===== config.mk =====
export PLATFORM = sky130hd
export DESIGN_NAME = msc_cfg_regs
export DESIGN_NICKNAME = d
export VERILOG_FILES = /design/src/rtl/core/mesi_snooping_cache_macros.svh /design/src/rtl/core/msc_pkg.sv /design/src/rtl/core/msc_cfg_regs.sv
export SDC_FILE = /design/constraint.sdc
export NUM_CORES = 1
export LEC_CHECK = 0
export ABC_AREA = 1
export BUFFER_PORTS_ARGS = -buffer_cell sky130_fd_sc_hd__buf_2
export CAP_MARGIN = 0
export CORE_MARGIN = 3
export CORE_UTILIZATION = 27
export DETAILED_ROUTE_END_ITERATION = 10
export PLACE_DENSITY = 0.81
export SLEW_MARGIN = 0
export SYNTH_ARGS = -nofsm -noshare
export SYNTH_HDL_FRONTEND = slang
export SYNTH_SLANG_ARGS = --single-unit

===== constraint.sdc =====
create_clock -name clk -period 0.98 [get_ports clk]
set_clock_uncertainty 0.1 [all_clocks]
set_input_delay 0.196 -clock clk [delete_from_list [all_inputs] [get_ports clk]]
set_output_delay 0.196 -clock clk [all_outputs]
set_load 0.02 [all_outputs]

===== src/rtl/core/mesi_snooping_cache_macros.svh =====
// Assertion macros of the cache RTL.
`ifndef MESI_SNOOPING_CACHE_MACROS_SVH
`define MESI_SNOOPING_CACHE_MACROS_SVH

// Same-cycle implication, disabled while reset is asserted.
`define MSC_ASSERT_IMP(label, clk, rst_n, ante, cons) \
  label: assert property (@(posedge clk) disable iff (!rst_n) (ante) |-> (cons)) \
    else $error("cache assertion failed");

// Next-cycle implication, disabled while reset is asserted.
`define MSC_ASSERT_NXT(label, clk, rst_n, ante, cons) \
  label: assert property (@(posedge clk) disable iff (!rst_n) (ante) |=> (cons)) \
    else $error("cache assertion failed");

`endif


===== src/rtl/core/msc_pkg.sv =====
// ============================================================================
// msc_pkg
// Types, constants and address helpers of the MESI snooping cache.
// ============================================================================
`default_nettype none

package msc_pkg;

  localparam int SET_COUNT   = 64;
  localparam int BLOCK_WORDS = 8;
  localparam int ADDR_BITS   = 20;

  localparam int OFF_BITS   = $clog2(BLOCK_WORDS);
  localparam int SET_BITS   = $clog2(SET_COUNT);
  localparam int TAG_BITS   = ADDR_BITS - OFF_BITS - SET_BITS;
  localparam int DATA_DEPTH = SET_COUNT * BLOCK_WORDS;
  localparam int DATA_AW    = $clog2(DATA_DEPTH);
  localparam int TAG_W      = TAG_BITS + 2;

  typedef logic [ADDR_BITS-1:0] addr_t;
  typedef logic [31:0]          word_t;
  typedef logic [TAG_BITS-1:0]  tag_t;
  typedef logic [SET_BITS-1:0]  set_idx_t;
  typedef logic [OFF_BITS-1:0]  off_t;
  typedef logic [DATA_AW-1:0]   daddr_t;
  typedef logic [OFF_BITS:0]    fidx_t;

  typedef enum logic [1:0] {CMD_READ, CMD_WRITE, CMD_SNOOP, CMD_FILL} cmd_t;
  typedef enum logic [1:0] {BUS_NONE, BUS_READ, BUS_RDX, BUS_FLUSH} bus_cmd_t;
  typedef enum logic [1:0] {MESI_I, MESI_S, MESI_E, MESI_M} mesi_t;
  typedef enum logic [1:0] {MISS_NONE, MISS_READ, MISS_WRITE} miss_t;
  typedef enum logic [1:0] {ST_CLEAR, ST_IDLE, ST_EXEC} state_t;

  localparam logic REG_CORE_ID  = 1'b0;
  localparam logic REG_STAT_SEL = 1'b1;

  typedef struct packed {
    logic [1:0] cmd;
    addr_t      core_addr;
    word_t      write_data;
    logic [1:0] bus_command;
    logic [1:0] bus_origin;
    addr_t      bus_address;
    word_t      bus_word;
    logic       bus_shared_in;
  } in_item_t;

  typedef struct packed {
    logic       core_done;
    word_t      read_data;
    logic       drive_flush;
    addr_t      flush_address;
    word_t      flush_data;
    logic       shared_out;
    logic       bus_busy;
    logic [1:0] miss_kind;
    addr_t      miss_address;
    word_t      stat_count;
  } out_item_t;

  typedef struct packed {
    logic [1:0] core_id;
    logic [1:0] stat_select;
  } cfg_t;

  function automatic off_t off_of(addr_t a);
    return a[OFF_BITS-1:0];
  endfunction

  function automatic set_idx_t set_of(addr_t a);
    return a[OFF_BITS+SET_BITS-1:OFF_BITS];
  endfunction

  function automatic tag_t tag_of(addr_t a);
    return a[ADDR_BITS-1:OFF_BITS+SET_BITS];
  endfunction

  function automatic daddr_t daddr_of(addr_t a);
    return a[OFF_BITS+SET_BITS-1:0];
  endfunction

  function automatic addr_t base_of(addr_t a);
    return {a[ADDR_BITS-1:OFF_BITS], {OFF_BITS{1'b0}}};
  endfunction

endpackage

`default_nettype wire


===== src/rtl/core/msc_cfg_regs.sv =====
// ============================================================================
// msc_cfg_regs
// APB-style register file holding core identity and statistics selection.
// ============================================================================
`default_nettype none

module msc_cfg_regs (
  input  wire logic        clk,
  input  wire logic        rst_n,
  input  wire logic        psel,
  input  wire logic        penable,
  input  wire logic        pwrite,
  input  wire logic [2:0]  paddr,
  input  wire logic [31:0] pwdata,
  output logic      [31:0] prdata,
  output logic             pready,
  output msc_pkg::cfg_t    cfg
);

  logic [1:0] core_id_r, core_id_nxt;
  logic [1:0] stat_sel_r, stat_sel_nxt;
  logic       wr_en;

  assign pready = 1'b1;
  assign wr_en  = psel && penable && pwrite && pready;

  always_comb begin
    core_id_nxt  = core_id_r;
    stat_sel_nxt = stat_sel_r;
    if (wr_en) begin
      case (paddr[2])
        msc_pkg::REG_CORE_ID:  core_id_nxt  = pwdata[1:0];
        msc_pkg::REG_STAT_SEL: stat_sel_nxt = pwdata[1:0];
        default:               core_id_nxt  = core_id_r;
      endcase
    end
  end

  always_ff @(posedge clk) begin
    if (!rst_n) begin
      core_id_r  <= 2'd0;
      stat_sel_r <= 2'd0;
    end else begin
      core_id_r  <= core_id_nxt;
      stat_sel_r <= stat_sel_nxt;
    end
  end

  always_comb begin
    case (paddr[2])
      msc_pkg::REG_CORE_ID:  prdata = {30'd0, core_id_r};
      msc_pkg::REG_STAT_SEL: prdata = {30'd0, stat_sel_r};
      default:               prdata = 32'd0;
    endcase
  end

  assign cfg.core_id     = core_id_r;
  assign cfg.stat_select = stat_sel_r;

endmodule

`default_nettype wire


==> flow_summary.ini, run 1 <==
[run_status]
outcome = finished with violations
failed_checks = negative setup slack

[timing]
slew_violations = 0
fmax_mhz = 901
hold_viol_final = 0
setup_viol = 6
rsz0062_at_grt = yes
post-route-min-period_ns = 1.11
whs_ns = 0.112
min_period_over_period_pct = 113
fin_ws_ns = -0.130

[cts]
root_buffer = clkbuf_4
htreeDepth = 1
cts_tree = done
clk_latency_ns = 0.24
clk_pin_slew_ns = 0.04
cts_hold_buffers = 0
cts_buffer_depth = 2
clock_sinks = 4
cts_made_buffers = 3

[setup_path]
path_common_cell = nand2_1
crit_chain = nand2_1 > nand2_1 > buf_6
slowest_delay_ns = 0.34
path_max_fanout = 3
path_buf_inv = 1
end_kind = output port
arrival_ns = 0.81
crit_family = flip-flops
slowest_stage = dfxtp_2
start_kind = flip-flop
required_ns = 0.68
crit_type = reg2out

[synthesis]
ys_types = 10
ys_ff_latch = 4
synth_area_um2 = 455
avgSynthCellArea_um2 = 6.70
yosys_warnings = 0
syn_inst = 68
ys_seq_area_share_pct = 17.6

[power]
p_per_area_nw_per_um2 = 1120
p_total_uw = 578
ir_drop_mv = 0.425
internal_power_uw = 353
seq_power_share_pct = 30.3
p_comb_share_pct = 34.3
leakage_nw = 0.309
clockPowerShare_pct = 35.4
switching_share_pct = 39.0
p_sw_uw = 225

[layout]
regArea_um2 = 85.1
final_core_util_pct = 33.4
fillerInstances = 168
nNetsFinal = 128
syn_to_final_growth_pct = 12.9
final_cells = 102
multi_input_area_um2 = 239
diodes = 0
drive_gt1_share_pct = 32.6

[grt]
grt_remaining_overflow = 0
first_global_vias = 262
use_met2_pct = 11.4
grtUsageTotal_pct = 7.13
grt_pass1_wl_um = 972
antenna_found_initial = 0
grt_max_degree = 7
met1_usage_pct = 5.45
grt.busiest_layer = met2
grtUsageMet3_pct = 7.66

[floorplan]
rows = 14
core_area_um2 = 1540
dieArea_um2 = 2220
start_util_pct = 29.5
pin_count = 77
dieWidth_um = 47.1
fp.dieH_um = 47.1

[placement]
dp_hpwl_um = 636
gp_congestion = 0.737
port_buffers = 13
post-place-ws_ns = 0.0118
placed_cells = 96

[hold_path]
hold_class = in2reg

[route]
drtIter0Drc = 2
drc = 0
final_antenna_net_count = 0
first_pass_iters = 4
wl_per_cell_um = 7.66
wirelength_um = 781
dr_total_vias = 363
via_per_inst = 3.56

[job]
drv_cap = 0
## cell type report
cell class | count | area share [%]
timing repair buffer | 17 | 25.8
inverter | 4 | 2.92
sequential | 4 | 16.5
multi-input combinational | 58 | 46.5
tap | 16 | 3.89
clock buffer | 3 | 4.38
## worst register-to-register path, delay by kind of cell (launching register included)
family	cells	cell delay (ns)
flops	1	0.32
simple gates	2	0.15
## sequential cells by signal, indices dropped and copies added (netlist names)
| name | count |
|---|---|
| core_id_r | 2 |
| stat_sel_r | 2 |
## path summary, 6_finish.rpt
check | slack [ns] | start | to | cells after the start
setup / recovery | -0.13 | stat_sel_r[1] | prdata[1] | 3
hold / removal | 0.11 | rst_n | stat_sel_r[0] | 3
setup reg to reg | 0.30 | core_id_r[0] | core_id_r[0] | 2
hold reg to reg | 0.39 | core_id_r[1] | core_id_r[1] | 2
## cell usage after synthesis
library cell | instances | area, um^2
nand3_1 | 4 | 20.0
conb_1 | 2 | 7.51
nor2_4 | 1 | 11.3
dfxtp_1 | 4 | 80.1
nand2_1 | 11 | 41.3
nor2_1 | 10 | 37.5
buf_4 | 31 | 233
nand3_2 | 1 | 10.0
inv_1 | 3 | 11.3
inv_2 | 1 | 3.75
## power groups by stage
stage | Sequential (mW) | Clock (mW) | Combinational, mW
after floorplan | 0.183 | 0 | 0.229
after global placement | 0.176 | 0 | 0.176
after detailed placement | 0.176 | 0 | 0.177
after CTS | 0.175 | 0.211 | 0.187
after global routing | 0.176 | 0.220 | 0.219
final | 0.175 | 0.204 | 0.198
## per-layer routing
layer  share of wire [%]  wire length, um  vias to the layer above
met1                  32              249                      153
met2                  52              403                       32
met3                  16              128                        0
met5                   0                0                        -
met4                   0                0                        0
li1                    -                -                      178
## cell families (layout without fill, tap and decap cells)
| family | Yosys count | after routing | synth area share [%] |
|---|---|---|---|
| buffers and inverters | 35 | 24 | 54.4 |
| AND/OR/NAND/NOR | 27 | 27 | 26.4 |
| other | 2 | 31 | 1.65 |
| flip-flops | 4 | 4 | 17.6 |
## through the flow
stage	area (um^2)	setup TNS, ns
5_1_grt	514	-0.797
3_3_place_gp	424	0
2_1_floorplan	564	0
6_report	514	-0.613
3_5_place_dp	424	0
4_1_cts	483	-0.479
## placed cells by master, fill, tap and decap left out
cell type	synthesis	routed
nand2_1	11	10
nor2_4	1	1
buf_4	31	4
nand3_1	4	4
dfxtp_2	0	4
clkbuf_4	0	3
nand2_2	0	1
inv_1	3	3
inv_2	1	1
conb_1	2	31
nor2_1	10	10
nand3_2	1	1
buf_6	0	6
buf_2	0	7
## repair_timing
action / CTS / global route
endpoints found under the hold margin: 0 / 0
setup buffers: 1 / 2
endpoints found under the setup margin: 6 / 6
cloned: 0 / 0
gates resized for setup: 12 / 5
pin swaps: 0 / 1
(Power assumes the default switching activity.)
==> run 2, diff against run 1 <==
--- a/config.mk
+++ b/config.mk
@@ -12,6 +12,7 @@
 export CORE_UTILIZATION = 27
 export DETAILED_ROUTE_END_ITERATION = 10
 export PLACE_DENSITY = 0.81
+export SETUP_SLACK_MARGIN = 0.15
 export SLEW_MARGIN = 0
 export SYNTH_ARGS = -nofsm -noshare
 export SYNTH_HDL_FRONTEND = slang
==> run 2 against run 1 <==
Compared with the run above:
- the flow still finishes with violations (negative setup slack)
- die area did not move
- flip-flop and latch count did not move
- clock-buffer cell count did not move
- critical endpoint unchanged
- largest cell class unchanged
- largest power group is now combinational logic
- highest routed layer unchanged
==> flow_summary.ini, run 2 (synthesis results as in run 1) <==
[placement]
post-place-ws_ns = 0.00679
port_buffers = 13
gp_congestion = 0.685
placed_cells = 97
placed_area_um2 = 472
dp_hpwl_um = 676

[layout]
drive_gt1_share_pct = 36.9
top_regs = core_id_r x2, stat_sel_r x2
diodes = 0
final_area_um2 = 547
syn_to_final_growth_pct = 20.1
final_cells = 100
final_common_cell = conb_1
layout_common_cells = conb_1, nor2_1, nand2_4, buf_2, nand2_1
nNetsFinal = 126

[route]
first_pass_iters = 4
wl_per_cell_um = 7.30
dr_total_vias = 351
via_per_inst = 3.51
wirelength_um = 730
drc = 0
drtIter0Drc = 4
final_antenna_net_count = 0

[setup_path]
crit_path_end = prdata[1]
start_kind = flip-flop
reg2reg_to = core_id_r[1]
reg2reg_depth = 2
required_ns = 0.68
crit_start = stat_sel_r[1]
timing.rr.start = core_id_r[1]
arrival_ns = 0.80
end_kind = output port
crit_type = reg2out
path_max_fanout = 3
r2r_slack_ns = 0.26

[run_status]
outcome = finished with violations
failed_checks = negative setup slack

[cts]
clk_latency_ns = 0.23
cts_made_buffers = 3
cts_buffer_depth = 2
clock_sinks = 4
clk_pin_slew_ns = 0.03
htreeDepth = 1
root_buffer = clkbuf_4
post-cts-setup-buffer-count = 0
cts_tree = done
cts_hold_buffers = 0

[timing]
post-route-min-period_ns = 1.10
whs_ns = 0.115
rsz0062_at_grt = yes
hold_viol_final = 0
setup_viol = 6
fin_ws_ns = -0.116
min_period_over_period_pct = 112
setup_tns_ns = -0.371
fmax_mhz = 912
slew_violations = 0

[floorplan]
dieArea_um2 = 2220
fp.dieH_um = 47.1
rows = 14
pin_count = 77
core_area_um2 = 1540
start_util_pct = 29.5
dieWidth_um = 47.1

[power]
ir_drop_mv = 0.328
p_per_area_nw_per_um2 = 1040
leakage_nw = 0.333

[grt]
grt_remaining_overflow = 0
first_global_vias = 276
grt_max_degree = 5
grtUsageTotal_pct = 6.89
grt_pass1_wl_mm = 1.02
antenna_found_initial = 0

[hold_path]
hold_class = in2reg

[job]
drv_cap = 0
run 2: cell types whose count changed in the layout (fill, tap and decap cells not counted), moves of 2 or more:
cell	delta
buf_6	-2
dfxtp_2	-4
dfxtp_4	+4
nand2_1	-5
nand2_4	+6
run 2: what timing repair did:
action | 4_1_cts | 5_1_grt
pin swaps | 2 | 0
resized for setup | 10 | 5
setup endpoints to repair | 6 | 8
gates cloned | 0 | 0
run 2: critical path: stages, from the launching register on:
cell and delay [ns]:
dfxtp_4 0.35, nand2_4 0.06, nand2_4 0.04, buf_6 0.12
run 2: per-layer routing:
| layer | GRT usage (%) | share of wire [%] | vias to the layer above |
|---|---|---|---|
| li1 | - | - | 175 |
| met1 | 5.68 | 29 | 153 |
| met2 | 12.5 | 59 | 23 |
| met3 | 3.45 | 12 | 0 |
| met4 | 4.97 | 0 | 0 |
| met5 | 0 | 0 | - |
run 2: worst min-delay path by stage:
stage,start,endpoint,slack (ns),depth (start not counted)
2_1_floorplan,rst_n,stat_sel_r[0],0.21,2
3_3_place_gp,rst_n,stat_sel_r[0],0.35,3
3_5_place_dp,rst_n,stat_sel_r[0],0.36,3
4_1_cts,rst_n,stat_sel_r[0],0.11,3
5_1_grt,rst_n,core_id_r[1],0.13,3
6_report,rst_n,stat_sel_r[0],0.11,3
run 2: final cells by class:
class / count / area (um^2)
Fill cell: 169 / 995
Inverter: 4 / 15.0
Tap cell: 16 / 20.0
Clock buffer: 3 / 22.5
Multi-Input combinational cell: 58 / 282
Timing Repair Buffer: 15 / 113
Sequential cell: 4 / 95.1
run 2: metrics by stage:
| step | power [mW] | util [%] |
|---|---|---|
| after global routing | 0.615 | 35.5 |
| after detailed placement | 0.356 | 30.6 |
| final | 0.569 | 35.5 |
| after CTS | 0.577 | 34.5 |
| after global placement | 0.354 | 30.6 |
| after floorplan | 0.411 | - |
run 2: power by group:
part / leakage, nW / total [mW] / switching, mW / internal, mW
clock network: 0.0138 / 0.197 / 0.0604 / 0.136
logic: 0.284 / 0.202 / 0.157 / 0.0448
registers: 0.0356 / 0.170 / 0.00751 / 0.163
==> run 3, diff against run 2 <==
--- a/config.mk
+++ b/config.mk
@@ -17,3 +17,4 @@
 export SYNTH_ARGS = -nofsm -noshare
 export SYNTH_HDL_FRONTEND = slang
 export SYNTH_SLANG_ARGS = --single-unit
+export TNS_END_PERCENT = 30
==> run 3 against run 2 <==
Compared with the run above:
- the flow still finishes with violations (negative setup slack)
- routed wire length rose by 5.1%
- worst setup slack worse by 0.0066 ns
- global-route usage increased by 0.15 points
- largest cell class unchanged
- highest routed layer unchanged
- combinational power about the same
- clock power up 4%
- worst hold slack improved by 0.00085 ns
==> flow_summary.ini, run 3 (synthesis results as in run 1) <==
[route]
wl_per_cell_um = 7.67
drc = 0
via_per_inst = 3.63
drtIter0Drc = 3
dr_total_vias = 363
first_pass_iters = 4
wirelength_um = 767
final_antenna_net_count = 0

[floorplan]
rows = 14
dieArea_um2 = 2220
dieWidth_um = 47.1
pin_count = 77
fp.dieH_um = 47.1
start_util_pct = 29.5
core_area_um2 = 1540

[timing]
min_period_over_period_pct = 113
whs_ns = 0.115
hold_viol_final = 0
slew_violations = 0
fin_ws_ns = -0.123
post-route-min-period_ns = 1.10
rsz0062_at_grt = yes
setup_viol = 6
fmax_mhz = 907
setup_tns_ns = -0.403

[layout]
final_common_cell = conb_1
drive_gt1_share_pct = 36.9
syn_to_final_growth_pct = 20.1
top_regs = core_id_r x2, stat_sel_r x2
layout_common_cells = conb_1, nor2_1, nand2_4, buf_2, nand2_1
diodes = 0
nNetsFinal = 126
regArea_um2 = 95.1
fillerInstances = 167
multi_input_area_um2 = 282
final_core_util_pct = 35.5

[run_status]
failed_checks = negative setup slack
outcome = finished with violations

[cts]
cts_made_buffers = 3
post-cts-setup-buffer-count = 0
root_buffer = clkbuf_4
clk_latency_ns = 0.24
cts_tree = done
htreeDepth = 1
cts_buffer_depth = 2
clk_pin_slew_ns = 0.04
clock_sinks = 4

[setup_path]
path_common_cell = nand2_4
start_kind = flip-flop
required_ns = 0.68
arrival_ns = 0.81
end_kind = output port
path_max_fanout = 3
crit_chain = nand2_4 > nand2_4 > buf_6
slowest_delay_ns = 0.35
crit_type = reg2out
slowest_stage = dfxtp_4

[grt]
grt_max_degree = 5
antenna_found_initial = 0
grtUsageTotal_pct = 7.04
first_global_vias = 292
grt_remaining_overflow = 0
grt_pass1_wl_mm = 1.02

[power]
p_per_area_nw_per_um2 = 1060
p_total_uw = 577
ir_drop_mv = 0.475
leakage_nw = 0.333

[hold_path]
hold_class = in2reg

[placement]
dp_hpwl_um = 675
port_buffers = 13
gp_congestion = 0.703

[job]
drv_cap = 0
## run 3: layer usage
metal / global-route usage [%] / vias to the layer above / part of all wire [%]
met5: 0 / - / 0
met4: 4.97 / 0 / 0
li1: - / 174 / -
met3: 5.75 / 0 / 16
met2: 12.5 / 27 / 56
met1: 4.76 / 162 / 28
## run 3: cell type report
type | count | area share, %
Clock buffer | 3 | 4.12
Inverter | 4 | 2.75
Multi-Input combinational cell | 58 | 51.5
Sequential cell | 4 | 17.4
Tap cell | 16 | 3.66
Timing Repair Buffer | 15 | 20.6
## run 3: through the flow
step / setup slack, ns / std cells / instance area (um^2)
detailed placement: 0.0139 / 97 / 469
floorplan: 0.148 / 97 / 602
CTS: -0.132 / 100 / 538
global route: -0.159 / 100 / 547
global placement: 0.0152 / 97 / 469
finish: -0.123 / 100 / 547
## run 3: critical path, delay by kind of cell, from the launching register on
family	cells	cell delay [ns]
simple gates	2	0.10
flops	1	0.35
buf+inv	1	0.12
## run 3: repair_timing
item,CTS,global route
endpoints found under the setup margin,6,7
pin swaps,2,0
hold buffers,0,0
gates resized for setup,13,3
## run 3: final timing paths
path,start,to,slack (ns),depth (start not counted)
worst max-delay path,stat_sel_r[0],prdata[0],-0.12,3
worst max register to register,core_id_r[0],core_id_r[0],0.28,2
worst min register to register,stat_sel_r[1],stat_sel_r[1],0.42,2
worst min-delay path,rst_n,stat_sel_r[1],0.12,3
## run 3: power breakdown
part,switching (mW),total [mW],internal [mW],leakage [nW]
Clock,0.0677,0.205,0.137,0.0138
Sequential,0.00765,0.170,0.163,0.0356
Combinational,0.157,0.202,0.0448,0.284
Total,0.233,0.577,0.345,0.333
